File: src/sv/lph_pkg.sv
// Shared types and constants for the linear-probe hash table.
// No dependencies; imported by every other file in sv/.
package lph_pkg;

  localparam int unsigned KEY_W           = 64;
  localparam int unsigned VAL_W           = 32;
  localparam int unsigned STATUS_W        = 3;
  localparam int unsigned QUOTA_W         = 11;
  localparam int unsigned DEF_TABLE_DEPTH = 1024;

  // FNV-1a offset basis; only the low 16 bits of the prime matter for
  // indexes up to 16 bits, since its other set bit is bit 40.
  localparam logic [KEY_W-1:0] HASH_OFFSET   = 64'hcbf2_9ce4_8422_2325;
  localparam logic [15:0]      HASH_PRIME_LO = 16'h01b3;

  localparam logic CMD_LOOKUP = 1'b0;
  localparam logic CMD_INSERT = 1'b1;

  localparam logic [STATUS_W-1:0] ST_NOT_FOUND = 3'd0;
  localparam logic [STATUS_W-1:0] ST_FOUND     = 3'd1;
  localparam logic [STATUS_W-1:0] ST_INSERTED  = 3'd2;
  localparam logic [STATUS_W-1:0] ST_UPDATED   = 3'd3;
  localparam logic [STATUS_W-1:0] ST_QUOTA     = 3'd4;
  localparam logic [STATUS_W-1:0] ST_FULL      = 3'd5;

  typedef struct packed {
    logic             command;
    logic [KEY_W-1:0] key;
    logic [VAL_W-1:0] write_value;
  } req_t;

  typedef struct packed {
    logic [STATUS_W-1:0] status;
    logic [VAL_W-1:0]    read_value;
  } rsp_t;

  typedef struct packed {
    logic             valid;
    logic [KEY_W-1:0] key;
    logic [VAL_W-1:0] value;
  } slot_t;

endpackage

File: src/sv/lph_hash.sv
// Home slot index: low bits of the single-step FNV-1a mix of a key.
// Depends on lph_pkg.
module lph_hash #(
  parameter int unsigned IDX_W = 10
) (
  input  logic [lph_pkg::KEY_W-1:0] key_i,
  output logic [IDX_W-1:0]          home_o
);
  import lph_pkg::*;

  logic [IDX_W-1:0] mix;

  // Bits below the index width only depend on bits below it, so the
  // 64x64 product reduces to a narrow one.
  assign mix    = key_i[IDX_W-1:0] ^ HASH_OFFSET[IDX_W-1:0];
  assign home_o = mix * HASH_PRIME_LO[IDX_W-1:0];

endmodule

File: config.mk
export PLATFORM = sky130hd
export DESIGN_NAME = lph_hash
export DESIGN_NICKNAME = d
export VERILOG_FILES = /design/src/sv/lph_pkg.sv /design/src/sv/lph_hash.sv
export SDC_FILE = /design/constraint.sdc
export NUM_CORES = 1
export LEC_CHECK = 0
export BUFFER_PORTS_ARGS = -buffer_cell sky130_fd_sc_hd__buf_2
export CAP_MARGIN = 25
export CORE_MARGIN = 2
export CORE_UTILIZATION = 39
export DETAILED_ROUTE_END_ITERATION = 10
export PLACE_DENSITY_LB_ADDON = 0.1
export SLEW_MARGIN = 20
export SYNTH_ARGS = -nofsm -noshare
export SYNTH_HDL_FRONTEND = slang
export SYNTH_SLANG_ARGS = --single-unit
File: constraint.sdc
create_clock -name vclk -period 4.4
set_clock_uncertainty 0.2 [all_clocks]
set_input_delay 0.44 -clock vclk [all_inputs]
set_output_delay 0.44 -clock vclk [all_outputs]
set_load 0.01 [all_outputs]
==> flow_summary.yaml, run 1 <==
outcome:
  status: "finished, final reports clean"
synthesis:
  post_synth_inst_count: 82
  netlist_area_before_placement_um2: 767
  number_of_synthesis_warnings: 0
  synthDistinctLibCells: 11
  share_of_the_yosys_chip_area_belonging_to_registers_pct: 0
  syn_area_per_cell_um2: 9.35
  postSynthNetCount: 180
timing:
  timing.final.max_slew_violations: 0
  final-setup-viol-count: 0
  maxSlewHeadroom_pct: 85.1
  timing.setup.tns_ns: 0
  period_share_pct: 89.7
  final_period_minus_worst_setup_slack_ns: 3.95
  rsz_0062_raised_after_global_routing: "no"
  worst_slew_pin_slew_ns: 0.223
  fmax_mhz: 253
  timing_hold_violations_final: 0
cts:
  postCtsSetupRepairBufs: 0
  cts.repair.resized: 0
  holdBufCountCts: 0
global_route:
  antenna_violations_before_repair: 0
  grt_start_max_net_pins: 5
  first_global_vias: 549
  groute.usage.overall_pct: 11.5
  grt_pass1_wl_mm: 2.17
  grt_remaining_overflow: 0
setup_path:
  cp.required_ns: 3.76
  critPathMaxFanout: 2
  setup.worst_path.end_class: "primary output"
  critical_path_class: "input pin to primary output"
  arrival_time_at_the_worst_endpoint_ns: 3.31
  cp-start-kind: "input pin"
placement:
  dpl.hpwl_mm: 1.20
  place_area_um2: 901
  io_buffer_count: 20
  place_congestion: 0.730
  place_inst: 129
flow_run:
  cap_violations: 0
floorplanning:
  floorplan.core_area_um2: 1900
  die_width_um: 48.3
  rows: 16
  start_util_pct: 40.3
  floorplan.die_area_um2: 2340
  dieHeight_um: 48.3
  io-pin-count: 74
worst_hold_path:
  min-delay-path-class: "input pin to primary output"
  holdCritStartpoint: "key_i[0]"
  hold-path-endpoint: "home_o[0]"
  worst_hold_path.num_cells: 3
drt:
  finalWirelength_mm: 1.21
  average_wire_per_cell_in_the_routed_design_um: 9.38
  final_antenna_net_count: 0
  avgViaCountPerCell: 4.21
  post-route-drc-count: 0
  dr.first_iter.drc_count: 2
  drt_pre_antenna_iters: 2
  via_count: 543
power_and_ir_drop:
  worst_ir_drop_vdd_uv: 223
  power_density_nw_per_um2: 358
  cellLeakagePower_nw: 0.545
final_layout:
  nFlopsAndLatches: 0
  multiInputGateArea_um2: 662
  layout.clock_buffers: 0
  nNetsFinal: 202
  drive_above_1_share_pct: 19.6
  final_cell_mix: "28 x inv_1, 25 x ha_1, 20 x buf_2"
  layout-area-overhead-vs-synth_pct: 17.5
  mostFrequentLayoutCell: "inv_1"
  insertedDiodeCount: 0
  num-fill-cells: 211
  fin_cells: 129
  final_area_um2: 901
  register_area_um2: 0
## worst max-delay path, cell delays in order
cell	delay [ns]
buf_2	0.10
inv_1	0.07
ha_1	0.18
inv_1	0.07
fa_1	0.53
inv_1	0.05
fa_1	0.49
fa_1	0.45
xnor2_1	0.18
xnor3_1	0.24
xnor2_1	0.23
xnor2_1	0.14
buf_2	0.14
## how the worst max path moves through the flow
stage	start	endpoint	slack [ns]
after floorplan	key_i[0]	home_o[9]	0.76
after global placement	key_i[2]	home_o[9]	0.45
after detailed placement	key_i[2]	home_o[9]	0.43
after CTS	key_i[2]	home_o[9]	0.43
after global routing	key_i[5]	home_o[9]	0.24
final	key_i[2]	home_o[9]	0.45
## Yosys cell counts (all sizes together)
cell | count | area (µm²)
a211oi | 1 | 7.51
a21o | 2 | 15.0
a21oi | 3 | 15.0
fa | 9 | 180
ha | 25 | 313
inv | 28 | 105
o21ai | 1 | 5.00
o21bai | 1 | 7.51
xnor2 | 10 | 87.6
xnor3 | 1 | 22.5
xor2 | 1 | 8.76
## through the flow
stage                     utilization, %  setup slack [ns]  hold slack, ns  power, mW
after floorplan                        -             0.757           0.753      0.239
after global placement              47.4             0.449           0.974      0.326
after detailed placement            47.4             0.430           0.980      0.329
after CTS                           47.4             0.428           0.980      0.331
after global routing                47.4             0.238           0.997      0.372
final                               47.4             0.454           0.973      0.323
## final cells by class
cell class	instances	share of cell area (%)
multi-input combinational	54	73.5
inverter	28	11.7
timing repair buffer	20	11.1
tap	27	3.75
## logic make-up (layout without fill, tap and decap cells)
group	after synthesis	count (layout)	share of synthesized area (%)
AO/OA/AOI/OAI	8	8	6.52
XOR/XNOR	12	12	15.5
adder cells (fa/ha/maj)	34	34	64.3
buffers and inverters	28	48	13.7
## metal layers
layer / wire length [µm] / share of wire, % / up-vias / global-route usage (%)
met2: 645 / 53 / 9 / 24.1
met4: 0 / 0 / 0 / 0
met1: 537 / 44 / 237 / 13.9
met3: 27 / 2.2 / 0 / 0
li1: - / - / 297 / -
met5: 0 / 0 / - / 0
## power breakdown
group	switching (mW)	internal, mW
combinational	0.164	0.159
sequential	0	0
clock	0	0
total	0.164	0.159
Power figures use the tool's default switching activity.
==> inputs of run 2 (changes only) <==
CAP_MARGIN = 20   (was 25)
MAX_ROUTING_LAYER = met4   (was not set)
REMOVE_ABC_BUFFERS = 1   (was not set)
==> run 2 against run 1 <==
Against the previous run: critical path depth unchanged; final cell count unchanged; first-iteration DRC count stayed put; non-clock buffer count unchanged; sequential share of layout area did not move; worst hold slack gained 0.0022 ns; cell area unchanged; global-route usage is 0.33 points higher; via count down 0.37%; die area unchanged; critical path type unchanged; largest cell class unchanged; largest power group unchanged.
==> flow_summary.yaml, run 2 (same netlist as run 1, synthesis figures left out) <==
outcome:
  status: "finished, final reports clean"
final_layout:
  final_core_utilization_pct: 47.4
  nFlopsAndLatches: 0
  layout-area-overhead-vs-synth_pct: 17.5
  final_cell_mix: "28 x inv_1, 25 x ha_1, 20 x buf_2"
  drive_above_1_share_pct: 19.6
  nNetsFinal: 202
  mostFrequentLayoutCell: "inv_1"
  num-fill-cells: 211
  insertedDiodeCount: 0
  layout.clock_buffers: 0
  register_area_um2: 0
  final_area_um2: 901
global_route:
  grt_remaining_overflow: 0
  antenna_violations_before_repair: 0
  grt_start_max_net_pins: 5
  first_global_vias: 547
  grt_pass1_wl_mm: 2.17
  groute.usage.overall_pct: 11.8
setup_path:
  worst_setup_path_start: "key_i[2]"
  arrival_time_at_the_worst_endpoint_ns: 3.31
  cpPeakStageDelay_ns: 0.53
  cp-start-kind: "input pin"
  critical_path_class: "input pin to primary output"
  critical_path.top_delay_family: "adder cells"
  critPathMaxFanout: 2
  setup.worst_path.end_class: "primary output"
  critical_path.n_buffers_inverters: 5
  crit_path_top_delay_cell: "fa_1"
  cp.required_ns: 3.76
  cell_by_cell_listing_of_the_critical_path: "buf_2, inv_1, ha_1, inv_1, fa_1, inv_1, fa_1, fa_1, xnor2_1, xnor3_1, xnor2_1, xnor2_1, buf_2"
placement:
  place_area_um2: 901
  place_congestion: 0.739
  io_buffer_count: 20
  dpl.hpwl_mm: 1.20
flow_run:
  cap_violations: 0
timing:
  fmax_mhz: 253
  maxSlewHeadroom_pct: 85.1
  timing_hold_violations_final: 0
  timing.final.max_slew_violations: 0
  period_share_pct: 89.7
  worst_slew_pin_slew_ns: 0.223
  final_period_minus_worst_setup_slack_ns: 3.95
  rsz_0062_raised_after_global_routing: "no"
  final-setup-viol-count: 0
  timing.setup.tns_ns: 0
cts:
  holdBufCountCts: 0
  postCtsSetupRepairBufs: 0
  cts.repair.resized: 0
power_and_ir_drop:
  p_comb_share_pct: 100.0
  p_sw_uw: 164
  report.power.total_uw: 323
  worst_ir_drop_vdd_uv: 223
  power_switching_share_pct: 50.7
  cellLeakagePower_nw: 0.545
  share_seq_of_total_power_pct: 0
  power.share.clock_pct: 0
  intPower_uw: 159
  power_density_nw_per_um2: 358
drt:
  finalWirelength_mm: 1.21
  post-route-drc-count: 0
  average_wire_per_cell_in_the_routed_design_um: 9.40
  dr.first_iter.drc_count: 2
  drt_pre_antenna_iters: 2
  via_count: 541
  avgViaCountPerCell: 4.19
  final_antenna_net_count: 0
floorplanning:
  floorplan.die_area_um2: 2340
  dieHeight_um: 48.3
  rows: 16
  floorplan.core_area_um2: 1900
  die_width_um: 48.3
  start_util_pct: 40.3
  io-pin-count: 74
worst_hold_path:
  min-delay-path-class: "input pin to primary output"
  holdCritStartpoint: "key_i[0]"
## run 2: cell counts in the layout (fill, tap and decap cells not counted)
Identical to the previous run, type by type.
## run 2: final timing paths
path	end	slack, ns	cells past startpoint
min	home_o[0]	0.98	3
max	home_o[9]	0.45	13
## run 2: power by group through the flow
stage               sequential (mW)  combinational [mW]  clock (mW)
finish                            0               0.323           0
global route                      0               0.372           0
CTS                               0               0.331           0
detailed placement                0               0.329           0
global placement                  0               0.326           0
floorplan                         0               0.239           0
## run 2: per-stage QoR
step           cells  setup slack (ns)  hold slack [ns]
3_3_place_gp     129             0.449            0.974
4_1_cts          129             0.428            0.980
2_1_floorplan     82             0.757            0.753
5_1_grt          129             0.238            0.997
3_5_place_dp     129             0.430            0.980
6_report         129             0.452            0.976
## run 2: cell type report
class	instances	area (µm²)	share of cell area, %
multi-input cells	54	662	73.5
repair buffers	20	100	11.1
well taps	27	33.8	3.75
inverters	28	105	11.7
## run 2: tightest hold or removal path, stage by stage
cell and delay, ns:
buf_2 0.07, inv_1 0.07, buf_2 0.15
## run 2: routing by layer
metal,vias up,global-route usage [%],part of all wire (%)
li1,296,-,-
met1,236,13.9,45
met2,9,24.1,53
met3,0,0,2.2
met4,0,0,0
met5,-,-,0
==> inputs of run 3 (changes only) <==
CORE_MARGIN = not set   (was 2)
==> run 3 against run 2 <==
Against the previous run: worst setup slack improved by 0.033 ns; global-route usage grew 2.7 points; critical path depth grew 1; cell area fell by 0.28%; power down 1.2%; die area fell by 8.1%.
==> flow_summary.yaml, run 3 (same netlist as run 1, synthesis figures left out) <==
floorplanning:
  dieHeight_um: 46.3
  rows: 15
  die_width_um: 46.3
  start_util_pct: 43.0
  floorplan.die_area_um2: 2150
  floorplan.core_area_um2: 1780
  io-pin-count: 74
setup_path:
  worst_setup_path_start: "key_i[0]"
  cp-start-kind: "input pin"
  critical_path.top_delay_family: "adder cells"
  arrival_time_at_the_worst_endpoint_ns: 3.27
  critical_path_class: "input pin to primary output"
  crit_path_top_delay_cell: "fa_1"
  cpPeakStageDelay_ns: 0.52
  cp.required_ns: 3.76
  critPathMaxFanout: 4
  cell_by_cell_listing_of_the_critical_path: "buf_2, inv_1, ha_1, fa_1, ha_1, inv_1, fa_1, inv_1, ha_1, a211oi_1, o21bai_1, a21oi_1, xnor2_1, buf_2"
  setup.worst_path.end_class: "primary output"
  critical_path.n_buffers_inverters: 5
global_route:
  grt_start_max_net_pins: 5
  grt_pass1_wl_mm: 2.21
  first_global_vias: 555
  groute.usage.overall_pct: 14.5
  antenna_violations_before_repair: 0
  grt_remaining_overflow: 0
power_and_ir_drop:
  p_sw_uw: 160
  intPower_uw: 159
  worst_ir_drop_vdd_uv: 180
  p_comb_share_pct: 100.0
  power_density_nw_per_um2: 355
  power.share.clock_pct: 0
  share_seq_of_total_power_pct: 0
  cellLeakagePower_nw: 0.545
  power_switching_share_pct: 50.3
timing:
  fmax_mhz: 255
  timing.setup.tns_ns: 0
  worst_slew_pin_slew_ns: 0.241
  final_period_minus_worst_setup_slack_ns: 3.91
  timing.hold.ws_ns: 0.979
  final-setup-viol-count: 0
  timing.final.max_slew_violations: 0
  period_share_pct: 89.0
  timing_hold_violations_final: 0
  maxSlewHeadroom_pct: 83.8
  rsz_0062_raised_after_global_routing: "no"
  worst_slack_ns: 0.485
final_layout:
  register_area_um2: 0
  mostFrequentLayoutCell: "inv_1"
  layout-area-overhead-vs-synth_pct: 17.1
  num-fill-cells: 189
  final_cell_mix: "28 x inv_1, 25 x ha_1, 20 x buf_2"
  nNetsFinal: 202
  drive_above_1_share_pct: 19.6
  insertedDiodeCount: 0
  layout.clock_buffers: 0
  nFlopsAndLatches: 0
drt:
  average_wire_per_cell_in_the_routed_design_um: 9.20
  via_count: 550
  post-route-drc-count: 0
  avgViaCountPerCell: 4.33
  dr.first_iter.drc_count: 3
  finalWirelength_mm: 1.17
  final_antenna_net_count: 0
  drt_pre_antenna_iters: 3
placement:
  io_buffer_count: 20
  place_congestion: 0.752
  dpl.hpwl_mm: 1.19
  placement.setup.worst_slack_ns: 0.422
worst_hold_path:
  hold-path-endpoint: "home_o[0]"
  worst_hold_path.num_cells: 3
  min-delay-path-class: "input pin to primary output"
  holdCritStartpoint: "key_i[0]"
outcome:
  status: "finished, final reports clean"
flow_run:
  cap_violations: 0
cts:
  cts.repair.resized: 0
  postCtsSetupRepairBufs: 0
  holdBufCountCts: 0
-- run 3: stage by stage --
stage | power (mW) | utilization, % | instance area, µm² | std cells
4_1_cts | 0.329 | 50.4 | 898 | 127
3_5_place_dp | 0.327 | 50.4 | 898 | 127
2_1_floorplan | 0.239 | - | 767 | 82
3_3_place_gp | 0.325 | 50.4 | 898 | 127
5_1_grt | 0.374 | 50.4 | 898 | 127
6_report | 0.319 | 50.4 | 898 | 127
-- run 3: cell type report --
type	count	area [µm²]	share of cell area (%)
repair buffers	20	100	11.1
well taps	25	31.3	3.48
multi-input cells	54	662	73.7
inverters	28	105	11.7
-- run 3: power groups by stage --
stage               logic (mW)  registers (mW)  clock network (mW)
floorplan                0.239               0                   0
global placement         0.325               0                   0
detailed placement       0.327               0                   0
CTS                      0.329               0                   0
global route             0.374               0                   0
finish                   0.319               0                   0
-- run 3: worst min-delay path, cell delays in order --
cell and delay (ns):
buf_2 0.07, inv_1 0.07, buf_2 0.15
-- run 3: worst max path at each step --
stage / depth (start not counted) / slack (ns) / endpoint
3_5_place_dp: 14 / 0.42 / home_o[9]
4_1_cts: 14 / 0.42 / home_o[9]
3_3_place_gp: 14 / 0.48 / home_o[9]
6_report: 14 / 0.49 / home_o[9]
5_1_grt: 14 / 0.27 / home_o[9]
2_1_floorplan: 12 / 0.76 / home_o[9]
-- run 3: per-layer routing --
layer	track usage, %	wire, µm	vias up
li1	-	-	298
met1	17.1	516	243
met2	28.6	629	9
met3	0	24	0
met4	0	0	0
met5	-	0	-
